**src/qspd_pkg.sv**
```systemverilog
// shared types, character constants and helpers for the query string percent decoder
package qspd_pkg;

   localparam int COUNT_BITS_DEFAULT  = 16;
   localparam int QUEUE_DEPTH_DEFAULT = 4;
   localparam int MAX_RESULTS         = 5;
   localparam int RESULT_IDX_BITS     = $clog2(MAX_RESULTS);

   localparam logic [7:0] SEPARATOR_RESET = 8'h26;
   localparam logic [7:0] CHAR_PERCENT    = 8'h25;
   localparam logic [7:0] CHAR_PLUS       = 8'h2b;
   localparam logic [7:0] CHAR_EQUAL      = 8'h3d;
   localparam logic [7:0] CHAR_SPACE      = 8'h20;
   localparam logic [7:0] CHAR_ZERO       = 8'h30;
   localparam logic [7:0] CHAR_UPPER_A    = 8'h41;
   localparam logic [7:0] CASE_MASK       = 8'hdf;

   localparam logic [1:0] KIND_KEY   = 2'd0;
   localparam logic [1:0] KIND_VALUE = 2'd1;
   localparam logic [1:0] KIND_END   = 2'd2;
   localparam logic [1:0] KIND_DONE  = 2'd3;

   typedef struct packed {
      logic [1:0]  kind;
      logic [7:0]  data;
      logic [15:0] count;
   } result_type;

   // all results caused by one input byte
   typedef struct packed {
      logic [RESULT_IDX_BITS-1:0]   num;
      result_type [MAX_RESULTS-1:0] res;
   } bundle_type;

   typedef struct packed {
      logic full;
      logic empty;
   } queue_status_type;

   function automatic logic is_hex(input logic [7:0] c);
      return ((c >= 8'h30) && (c <= 8'h39)) || ((c >= 8'h61) && (c <= 8'h66)) ||
             ((c >= 8'h41) && (c <= 8'h46));
   endfunction

   function automatic logic [3:0] nibble(input logic [7:0] c);
      logic [7:0] v;
      if (c >= CHAR_UPPER_A) begin
         v = (c & CASE_MASK) - CHAR_UPPER_A + 8'd10;
      end else begin
         v = c - CHAR_ZERO;
      end
      return v[3:0];
   endfunction

endpackage

```
**src/query_string_percent_decoder_unit.sv**
```systemverilog
// top level of the query string percent decoder
//
//  channel | handshake             | payload
//  req     | req_valid, req_stall  | req_in_byte, req_last
//  rsp     | rsp_valid, rsp_stall  | rsp_kind, rsp_out_byte, rsp_invalid_count, rsp_last_of_run
//  csr     | csr_wr_en             | csr_wr_data
//
// one byte is taken per cycle while the result queue has room; its results pass through
// the queue and the output register. the back end drives one result per cycle while
// rsp_stall is low, so a byte causing several results holds the output; the queue absorbs it.
// synchronous reset restores the separator to '&' and clears parse state.
// req_stall rises only when the queue is full.
module query_string_percent_decoder_unit #(
   parameter int COUNT_BITS  = qspd_pkg::COUNT_BITS_DEFAULT,
   parameter int QUEUE_DEPTH = qspd_pkg::QUEUE_DEPTH_DEFAULT
) (
   input  logic        clock,
   input  logic        reset,
   input  logic        req_valid,
   output logic        req_stall,
   input  logic [7:0]  req_in_byte,
   input  logic        req_last,
   output logic        rsp_valid,
   input  logic        rsp_stall,
   output logic [1:0]  rsp_kind,
   output logic [7:0]  rsp_out_byte,
   output logic [15:0] rsp_invalid_count,
   output logic        rsp_last_of_run,
   input  logic        csr_wr_en,
   input  logic [7:0]  csr_wr_data
);

   qspd_pkg::queue_status_type queue_status;
   qspd_pkg::bundle_type       push_data;
   qspd_pkg::bundle_type       head;
   logic                       push;
   logic                       pop;

   qspd_front #(
      .COUNT_BITS (COUNT_BITS)
   ) u_front (
      .clock        (clock),
      .reset        (reset),
      .req_valid    (req_valid),
      .req_stall    (req_stall),
      .req_in_byte  (req_in_byte),
      .req_last     (req_last),
      .csr_wr_en    (csr_wr_en),
      .csr_wr_data  (csr_wr_data),
      .queue_status (queue_status),
      .push         (push),
      .push_data    (push_data)
   );

   qspd_queue #(
      .DEPTH (QUEUE_DEPTH)
   ) u_queue (
      .clock     (clock),
      .reset     (reset),
      .push      (push),
      .push_data (push_data),
      .pop       (pop),
      .head      (head),
      .status    (queue_status)
   );

   qspd_back u_back (
      .clock             (clock),
      .reset             (reset),
      .head              (head),
      .queue_status      (queue_status),
      .pop               (pop),
      .rsp_valid         (rsp_valid),
      .rsp_stall         (rsp_stall),
      .rsp_kind          (rsp_kind),
      .rsp_out_byte      (rsp_out_byte),
      .rsp_invalid_count (rsp_invalid_count),
      .rsp_last_of_run   (rsp_last_of_run)
   );

endmodule

```
**src/qspd_front.sv**
```systemverilog
// front end: takes raw bytes, tracks parse state and builds the result bundle per byte
module qspd_front #(
   parameter int COUNT_BITS = qspd_pkg::COUNT_BITS_DEFAULT
) (
   input  logic                        clock,
   input  logic                        reset,
   input  logic                        req_valid,
   output logic                        req_stall,
   input  logic [7:0]                  req_in_byte,
   input  logic                        req_last,
   input  logic                        csr_wr_en,
   input  logic [7:0]                  csr_wr_data,
   input  qspd_pkg::queue_status_type  queue_status,
   output logic                        push,
   output qspd_pkg::bundle_type        push_data
);

   localparam int IDX_BITS = qspd_pkg::RESULT_IDX_BITS;

   typedef enum logic [1:0] {MODE_IDLE, MODE_KEY, MODE_VAL} mode_type;

   mode_type                                 mode_ff, mode_in;
   logic [1:0]                               pend_cnt_ff, pend_cnt_in;
   logic [7:0]                               pend_digit_ff, pend_digit_in;
   logic [COUNT_BITS-1:0]                    inv_cnt_ff, inv_cnt_in;
   logic [7:0]                               separator_ff;
   logic [qspd_pkg::RESULT_IDX_BITS-1:0]     num;
   qspd_pkg::result_type [qspd_pkg::MAX_RESULTS-1:0] res;
   logic                                     seg_end;
   logic                                     used;
   logic                                     accept;
   logic [7:0]                               c;

   function automatic logic [15:0] count16(input logic [COUNT_BITS-1:0] v);
      logic [COUNT_BITS+15:0] ext;
      ext = {16'd0, v};
      return ext[15:0];
   endfunction

   function automatic qspd_pkg::result_type make_result(input logic [1:0] kind,
                                                         input logic [7:0] data,
                                                         input logic [COUNT_BITS-1:0] v);
      qspd_pkg::result_type r;
      r.kind  = kind;
      r.data  = data;
      r.count = count16(v);
      return r;
   endfunction

   function automatic logic [1:0] data_kind(input mode_type m);
      return (m == MODE_VAL) ? qspd_pkg::KIND_VALUE : qspd_pkg::KIND_KEY;
   endfunction

   assign c         = req_in_byte;
   assign req_stall = queue_status.full;
   assign accept    = req_valid && !req_stall;

   always_comb begin
      mode_in       = mode_ff;
      pend_cnt_in   = pend_cnt_ff;
      pend_digit_in = pend_digit_ff;
      inv_cnt_in    = inv_cnt_ff;
      num           = '0;
      res           = '0;
      seg_end       = 1'b0;
      used          = 1'b0;

      if (mode_in == MODE_IDLE) begin
         pend_cnt_in = 2'd0;
         if (c == separator_ff) begin
            // leading separators are skipped
         end else if (c == qspd_pkg::CHAR_EQUAL) begin
            mode_in = MODE_VAL;
         end else begin
            mode_in = MODE_KEY;
            if (c == qspd_pkg::CHAR_PERCENT) begin
               pend_cnt_in = 2'd1;
            end else if (c == qspd_pkg::CHAR_PLUS) begin
               res[num] = make_result(data_kind(mode_in), qspd_pkg::CHAR_SPACE, inv_cnt_in);
               num = num + IDX_BITS'(1);
            end else begin
               res[num] = make_result(data_kind(mode_in), c, inv_cnt_in);
               num = num + IDX_BITS'(1);
            end
         end
      end else begin
         seg_end = (c == separator_ff) || ((mode_in == MODE_KEY) && (c == qspd_pkg::CHAR_EQUAL));
         if ((pend_cnt_in != 2'd0) && !seg_end && qspd_pkg::is_hex(c)) begin
            used = 1'b1;
            if (pend_cnt_in == 2'd1) begin
               pend_cnt_in   = 2'd2;
               pend_digit_in = c;
            end else begin
               res[num] = make_result(data_kind(mode_in),
                                      {qspd_pkg::nibble(pend_digit_in), qspd_pkg::nibble(c)},
                                      inv_cnt_in);
               num = num + IDX_BITS'(1);
               pend_cnt_in   = 2'd0;
               pend_digit_in = 8'd0;
            end
         end else if (pend_cnt_in != 2'd0) begin
            // broken escape: raw percent, then any held digit
            if (inv_cnt_in != '1) begin
               inv_cnt_in = inv_cnt_in + COUNT_BITS'(1);
            end
            res[num] = make_result(data_kind(mode_in), qspd_pkg::CHAR_PERCENT, inv_cnt_in);
            num = num + IDX_BITS'(1);
            if (pend_cnt_in >= 2'd2) begin
               res[num] = make_result(data_kind(mode_in), pend_digit_in, inv_cnt_in);
               num = num + IDX_BITS'(1);
            end
            pend_cnt_in   = 2'd0;
            pend_digit_in = 8'd0;
         end
         if (!used) begin
            if (c == separator_ff) begin
               res[num] = make_result(qspd_pkg::KIND_END, 8'd0, inv_cnt_in);
               num = num + IDX_BITS'(1);
               mode_in = MODE_IDLE;
            end else if ((mode_in == MODE_KEY) && (c == qspd_pkg::CHAR_EQUAL)) begin
               mode_in = MODE_VAL;
            end else if (c == qspd_pkg::CHAR_PERCENT) begin
               pend_cnt_in = 2'd1;
            end else if (c == qspd_pkg::CHAR_PLUS) begin
               res[num] = make_result(data_kind(mode_in), qspd_pkg::CHAR_SPACE, inv_cnt_in);
               num = num + IDX_BITS'(1);
            end else begin
               res[num] = make_result(data_kind(mode_in), c, inv_cnt_in);
               num = num + IDX_BITS'(1);
            end
         end
      end

      if (req_last) begin
         if (pend_cnt_in != 2'd0) begin
            if (inv_cnt_in != '1) begin
               inv_cnt_in = inv_cnt_in + COUNT_BITS'(1);
            end
            res[num] = make_result(data_kind(mode_in), qspd_pkg::CHAR_PERCENT, inv_cnt_in);
            num = num + IDX_BITS'(1);
            if (pend_cnt_in >= 2'd2) begin
               res[num] = make_result(data_kind(mode_in), pend_digit_in, inv_cnt_in);
               num = num + IDX_BITS'(1);
            end
         end
         pend_cnt_in   = 2'd0;
         pend_digit_in = 8'd0;
         if (mode_in != MODE_IDLE) begin
            res[num] = make_result(qspd_pkg::KIND_END, 8'd0, inv_cnt_in);
            num = num + IDX_BITS'(1);
         end
         res[num] = make_result(qspd_pkg::KIND_DONE, 8'd0, inv_cnt_in);
         num = num + IDX_BITS'(1);
         inv_cnt_in = '0;
         mode_in    = MODE_IDLE;
      end
   end

   assign push          = accept && (num != '0);
   assign push_data.num = num;
   assign push_data.res = res;

   always_ff @(posedge clock) begin
      if (reset) begin
         mode_ff       <= MODE_IDLE;
         pend_cnt_ff   <= 2'd0;
         pend_digit_ff <= 8'd0;
         inv_cnt_ff    <= '0;
         separator_ff  <= qspd_pkg::SEPARATOR_RESET;
      end else begin
         if (accept) begin
            mode_ff       <= mode_in;
            pend_cnt_ff   <= pend_cnt_in;
            pend_digit_ff <= pend_digit_in;
            inv_cnt_ff    <= inv_cnt_in;
         end
         if (csr_wr_en) begin
            separator_ff <= csr_wr_data;
         end
      end
   end

endmodule

```
**src/qspd_queue.sv**
```systemverilog
// short queue of result bundles between front and back
module qspd_queue #(
   parameter int DEPTH = qspd_pkg::QUEUE_DEPTH_DEFAULT
) (
   input  logic                        clock,
   input  logic                        reset,
   input  logic                        push,
   input  qspd_pkg::bundle_type        push_data,
   input  logic                        pop,
   output qspd_pkg::bundle_type        head,
   output qspd_pkg::queue_status_type  status
);

   localparam int PTR_BITS = $clog2(DEPTH);

   qspd_pkg::bundle_type  mem_ff [DEPTH];
   logic [PTR_BITS:0]     wr_ptr_ff, wr_ptr_in;
   logic [PTR_BITS:0]     rd_ptr_ff, rd_ptr_in;

   // extra pointer bit tells full from empty
   assign status.empty = (wr_ptr_ff == rd_ptr_ff);
   assign status.full  = (wr_ptr_ff[PTR_BITS] != rd_ptr_ff[PTR_BITS]) &&
                         (wr_ptr_ff[PTR_BITS-1:0] == rd_ptr_ff[PTR_BITS-1:0]);
   assign head         = mem_ff[rd_ptr_ff[PTR_BITS-1:0]];

   assign wr_ptr_in = wr_ptr_ff + (PTR_BITS + 1)'(1);
   assign rd_ptr_in = rd_ptr_ff + (PTR_BITS + 1)'(1);

   always_ff @(posedge clock) begin
      if (reset) begin
         wr_ptr_ff <= '0;
         rd_ptr_ff <= '0;
      end else begin
         if (push && !status.full) begin
            wr_ptr_ff <= wr_ptr_in;
         end
         if (pop && !status.empty) begin
            rd_ptr_ff <= rd_ptr_in;
         end
      end
   end

   always_ff @(posedge clock) begin
      if (push && !status.full) begin
         mem_ff[wr_ptr_ff[PTR_BITS-1:0]] <= push_data;
      end
   end

endmodule

```
**src/qspd_back.sv**
```systemverilog
// back end: walks each bundle and drives results through the output register
module qspd_back (
   input  logic                        clock,
   input  logic                        reset,
   input  qspd_pkg::bundle_type        head,
   input  qspd_pkg::queue_status_type  queue_status,
   output logic                        pop,
   output logic                        rsp_valid,
   input  logic                        rsp_stall,
   output logic [1:0]                  rsp_kind,
   output logic [7:0]                  rsp_out_byte,
   output logic [15:0]                 rsp_invalid_count,
   output logic                        rsp_last_of_run
);

   localparam int IDX_BITS = qspd_pkg::RESULT_IDX_BITS;

   logic [qspd_pkg::RESULT_IDX_BITS-1:0] idx_ff, idx_in;
   logic                                 rsp_valid_ff, rsp_valid_in;
   logic [1:0]                           rsp_kind_ff;
   logic [7:0]                           rsp_out_byte_ff;
   logic [15:0]                          rsp_invalid_count_ff;
   logic                                 rsp_last_of_run_ff;
   logic                                 load;
   logic                                 final_res;
   qspd_pkg::result_type                 cur;

   assign load      = !queue_status.empty && (!rsp_valid_ff || !rsp_stall);
   assign cur       = head.res[idx_ff];
   assign final_res = (idx_ff == (head.num - IDX_BITS'(1)));
   assign pop       = load && final_res;
   assign idx_in    = final_res ? '0 : idx_ff + IDX_BITS'(1);
   assign rsp_valid_in = load || (rsp_valid_ff && rsp_stall);

   always_ff @(posedge clock) begin
      if (reset) begin
         idx_ff       <= '0;
         rsp_valid_ff <= 1'b0;
      end else begin
         rsp_valid_ff <= rsp_valid_in;
         if (load) begin
            idx_ff <= idx_in;
         end
      end
   end

   always_ff @(posedge clock) begin
      if (load) begin
         rsp_kind_ff          <= cur.kind;
         rsp_out_byte_ff      <= cur.data;
         rsp_invalid_count_ff <= cur.count;
         rsp_last_of_run_ff   <= final_res;
      end
   end

   assign rsp_valid         = rsp_valid_ff;
   assign rsp_kind          = rsp_kind_ff;
   assign rsp_out_byte      = rsp_out_byte_ff;
   assign rsp_invalid_count = rsp_invalid_count_ff;
   assign rsp_last_of_run   = rsp_last_of_run_ff;

endmodule

```
**config.mk**
```make
export PLATFORM = sky130hd
export DESIGN_NAME = query_string_percent_decoder_unit
export DESIGN_NICKNAME = d
export VERILOG_FILES = /design/src/qspd_pkg.sv /design/src/query_string_percent_decoder_unit.sv /design/src/qspd_front.sv /design/src/qspd_queue.sv /design/src/qspd_back.sv
export SDC_FILE = /design/constraint.sdc
export NUM_CORES = 1
export LEC_CHECK = 0
export BUFFER_PORTS_ARGS = -buffer_cell sky130_fd_sc_hd__buf_2
export CORE_MARGIN = 2
export CORE_UTILIZATION = 45
export CTS_CLUSTER_SIZE = 30
export DETAILED_ROUTE_END_ITERATION = 6
export MAX_ROUTING_LAYER = met4
export PLACE_DENSITY_LB_ADDON = 0.15
export SLEW_MARGIN = 20
export SYNTH_ARGS = -nofsm -noshare
export SYNTH_HDL_FRONTEND = slang
export SYNTH_SLANG_ARGS = --single-unit
```
**constraint.sdc**
```tcl
create_clock -name clock -period 19.7 [get_ports clock]
set_input_delay 2.955 -clock clock [delete_from_list [all_inputs] [get_ports clock]]
set_output_delay 2.955 -clock clock [all_outputs]
set_load 0.02 [all_outputs]
```
# == Yosys cells after proc, flatten, opt, wreduce, memory -nomap -nowiden ==
# Memory sizes are Yosys's and may differ from the RTL's. A register that Yosys moved wholly into a read port is not among the register bits.
# Index checks and enable logic that the tools add are counted.
# classes
n_mux,108
addsub,17
order_cmp,20
reduce_logical,34
n_eq_ne,14
# op_table
op,n
$mux 130,11
$bwmux 130,7
$demux 26 s3,5
$mux 26,15
$mux 16,11
$mux 104,1
$bmux 26 s3,1
$mux 52,1
$mux 3,17
$mux 2,21
$mux 8,5
$add 16x1->16 const B,2
$ne 16x16->1 const B,2
$mux 25,1
$add 3x1->3 const B,8
$eq 8x6->1 const B,3
$ge 8x7->1 const B,3
$lt 3x4->1 const B,6
$mux 24,1
$logic_and 1x1->1,19
$le 8x7->1 const B,2
$sub 4x1->4 const B,4
$ge 3x1->1 const B,5
$mux 1,9
17 further kinds,33
# totals
regBits,73
n_memories,1
out_inout_bits,29
ram_bits,532
word_cells,207
# memory_table
name,depth,width,read_ports,rd_ports_with_merged_regs,wr,line_no,rtl
u_queue.mem_ff,4,133,1,1,1,qspd_queue.sv:16,qspd_pkg::bundle_type mem_ff [DEPTH];

# == Depth between registers and ports, before layout ==
# depth
word_depth,29
depth_mapped,28
depth_no_buf,26

# == Cells and area by module ==
# Synthesis repeated with hierarchy kept, for this count alone.
# unflattened
cells_unflattened,2001
hier_area_um2,28703.8
# modules_own_cells
module,instances,area_per_inst_um2,cells_per_inst
qspd_queue,1,19731.4,763
qspd_front,1,6907.9,1069
qspd_back,1,2064.5,169

# == Worst setup path after synthesis ==
# Ideal clock, no wire load.
# synth_path
path_kind,input to register
from,input req_in_byte[1]
to,"memory u_queue.mem_ff[3][0] (netlist bit), enable pin"
t_arrival_ns,11.019
setup_time_ns,0.510
cell_stages,24
slack_ns,8.171
cell_sequence,buf_2 -> inv_1 -> ha_1 -> nor4b_2 -> nor4_1 -> or3_1 -> buf_4 -> nand2_1 -> nand2_1 -> ha_1 -> mux2_2 -> nand2_1 -> inv_1 -> ha_1 -> or3_1 -> o31ai_1 -> a31o_2 -> ha_1 -> nand2_1 -> a2111oi_2 -> or3_1 -> and3_1 -> o311a_1 -> and2_1
# synth_rtl
item,line_no,rtl
start: declaration,query_string_percent_decoder_unit.sv:21,"input logic [7:0] req_in_byte,"
end: declaration,qspd_queue.sv:16,

==> impl_metrics.yaml <==
run_status:
  status: "complete, no violations"
worst_setup_path:
  arrival_ps: 11430
  slowest_delay_ps: 670
  crit_type: "in2reg"
  crit_cells: 25
  crit_required_ps: 19930
  worst-r2r-setup-slack_ps: 11430
  critPathBufInv: 5
  slowest_stage: "and2_4"
  cp_top_family: "simple AND/OR/NAND/NOR gates"
  cp_max_fo: 48
  start_kind: "primary input"
  end_kind: "flop"
  crit_top_cell: "ha_1"
  r2r_cells: 22
sta:
  max_clock_freq_mhz: 89.2
  drv_slew: 0
  setup-tns-final_ps: 0
  clock_skew_ps: 26.5
  tightest_slew_ps: 1060
  timing.slew.headroom_pct: 28.7
  fin_crit_ps: 11210
  hold_violations: 0
  rsz0062_at_grt: "false"
  timing.final.crit_share_pct: 56.9
  setup_violations: 0
power:
  power_density_nw_per_um2: 101
  p_seq_share_pct: 47.7
  combPwrFrac_pct: 15.1
  clkPwrFrac_pct: 37.2
  ir_worst_vdd_mv: 0.0613
  internal_power_w: 0.00241
  p_total_w: 0.00322
  switchingPower_w: 0.000810
  total_leakage_power_nw: 10.1
  switching_share_pct: 25.2
clock_network:
  clkTransAtPathRegs_ps: 60
  hold_buffers: 0
  htree_levels: 3
  clockBufferDepth: 3
  cts_setup_buffers: 0
  cts_resized: 0
  tritoncts: "done"
  cts_buffers: 66
  cts.sinks: 607
  clk_latency_ps: 610
  cts_root_buffer: "clkbuf_16"
place:
  dp_hpwl_um: 55900
  io_buffers: 50
  place_congestion: 0.942
  placedInstanceArea_um2: 29700
  dp_cells: 2827
finish:
  layout_common_cells: "edfxtp_1 (559), mux4_2 (159), nor2_1 (157)"
  layout_commonest_cell: "edfxtp_1"
  fin_area_um2: 31800
  final_util_pct: 50.6
  nNetsFinal: 2092
  syn_to_final_growth_pct: 11.5
  drive_above_1_share_pct: 19.2
  fin_cells: 2945
global_route:
  grt_overflow: 0
  grt_pass1_wl_um: 121000
  grt_max_degree: 71
  grt_pass1_vias: 17800
  antenna_found_initial: 1
  grt_use_total_pct: 25.8
synthesis:
  synth_cells: 1992
  postSynthAreaPerCell_um2: 14.3
  syn-cell-area_um2: 28500
  synth_ff_type: "edfxtp_1"
  yosysSeqAreaShare_pct: 62.2
  synth_edf_count: 559
  ys_ff_latch: 607
  yosysWarnings: 0
  synth.distinct_cells: 100
  synth-async-reset-ratio_pct: 0
drt:
  postRouteAntennaNets: 0
  routed_wl_um: 82400
  drt_iter0_markers: 2044
  drc: 0
  via_per_inst: 6.15
  drt-pass1-iter-count: 6
  vias: 18100
  routedWlPerCell_um: 28.0
floorplanning:
  io_pins: 51
  num_rows: 92
  die_w_um: 256
  start_util_pct: 45.4
  fp.dieH_um: 256
  core_area_um2: 62900
  die_area_um2: 65400
job:
  drv_cap: 0
min_path:
  hold_depth: 2
  hold_class: "reg2reg"
power groups by stage:
stage	logic, W	clock network, W	registers (W)
after floorplan	0.000319	0	0.00159
after global routing	0.000526	0.00127	0.00154
final	0.000487	0.00120	0.00154
after detailed placement	0.000497	0	0.00157
after CTS	0.000498	0.00122	0.00154
after global placement	0.000496	0	0.00156
logic make-up after synthesis:
| kind of cell | synth area share [%] |
|---|---|
| other | 0.0132 |
| buffers and inverters | 3.21 |
| AOI/OAI and AO/OA | 10.1 |
| and+or+nand+nor | 8.23 |
| DFF | 62.2 |
| xor gates and xnor gates | 1.54 |
| muxes | 13.8 |
| adders and majority gates | 0.921 |
worst register-to-register path: stages (launching register included):
cell and delay [ps]:
dfxtp_1 330, xnor2_1 210, and4_1 290, nand2_1 490, nand2_1 390, nand2_1 190, ha_1 360, mux2_2 320
nand2_1 140, inv_1 140, ha_1 400, or3_1 410, o31ai_1 210, a31o_2 240, ha_1 250, nand2_1 90
a2111oi_2 530, or3_1 180, and3_1 240, o311a_1 350, and2_4 680, buf_4 700, buf_4 740
registers in the layout (all words and copies together), names as in the netlist, 3 cells and up, named ones only:
| signal | cells |
|---|---|
| u_queue.mem_ff | 532 |
| u_front.inv_cnt_ff | 16 |
| u_queue.wr_ptr_ff | 3 |
| u_back.rsp_out_byte | 8 |
| u_back.idx_ff | 3 |
| u_front.pend_digit_ff | 8 |
| u_back.rsp_invalid_count | 16 |
| u_front.separator_ff | 8 |
| u_queue.rd_ptr_ff | 3 |
final timing paths:
kind / from / end
worst max-delay path: req_in_byte[1] / u_queue.mem_ff[0][35]$_DFFE_PP_
worst min-delay path: u_back.rsp_valid$_SDFF_PP0_ / u_back.rsp_valid$_SDFF_PP0_
worst max register to register: u_front.separator_ff[1]$_SDFFE_PP1P_ / u_queue.mem_ff[0][35]$_DFFE_PP_
worst min register to register: u_back.rsp_valid$_SDFF_PP0_ / u_back.rsp_valid$_SDFF_PP0_
layout make-up:
cell class	instances	area [um2]
Fill cell	5373	31000
Sequential cell	607	17800
Multi-Input combinational cell	1196	10000
Clock buffer	84	1770
Tap cell	846	1060
Timing Repair Buffer	86	528
Inverter	92	345
Clock inverter	33	309
Antenna cell	1	2.50
stage by stage:
step,hold slack (ps),setup WS [ps]
floorplan,469,8170
global placement,504,7980
detailed placement,511,7920
CTS,519,8550
global route,550,7840
finish,514,8490
cell usage after synthesis, drive strengths merged, types with 10 or more instances:
cell type	number	share of area (%)
nor2	161	2.1
mux2i	23	0.81
o221ai	16	0.49
o22ai	45	0.99
ha	21	0.92
nand2b	13	0.29
a21o	13	0.34
nand3	39	0.68
a31oi	17	0.43
nor2b	15	0.33
or3	13	0.29
and3	15	0.33
nor4	18	0.48
a22oi	32	0.86
a21oi	103	1.8
nor3	33	0.67
a221oi	14	0.43
xor2	12	0.37
xnor2	38	1.2
dfxtp	48	3.4
edfxtp	559	59
mux2	10	0.41
clkbuf	80	1.1
or2	10	0.22
o21a	10	0.27
and2	19	0.42
inv	91	1.2
o21ai	73	1.3
nand2	103	1.4
mux4	159	13
o211ai	11	0.31
buf	52	0.93
metal layers:
metal  wire length [um]  GRT usage (%)  share of wire, %
met4               2300           8.04               2.8
met1              36500           37.2                44
met5                  0              -                 0
met2              36000           36.4                44
met3               7600           6.20               9.2
Note: power is estimated with default switching activity, not from simulation.
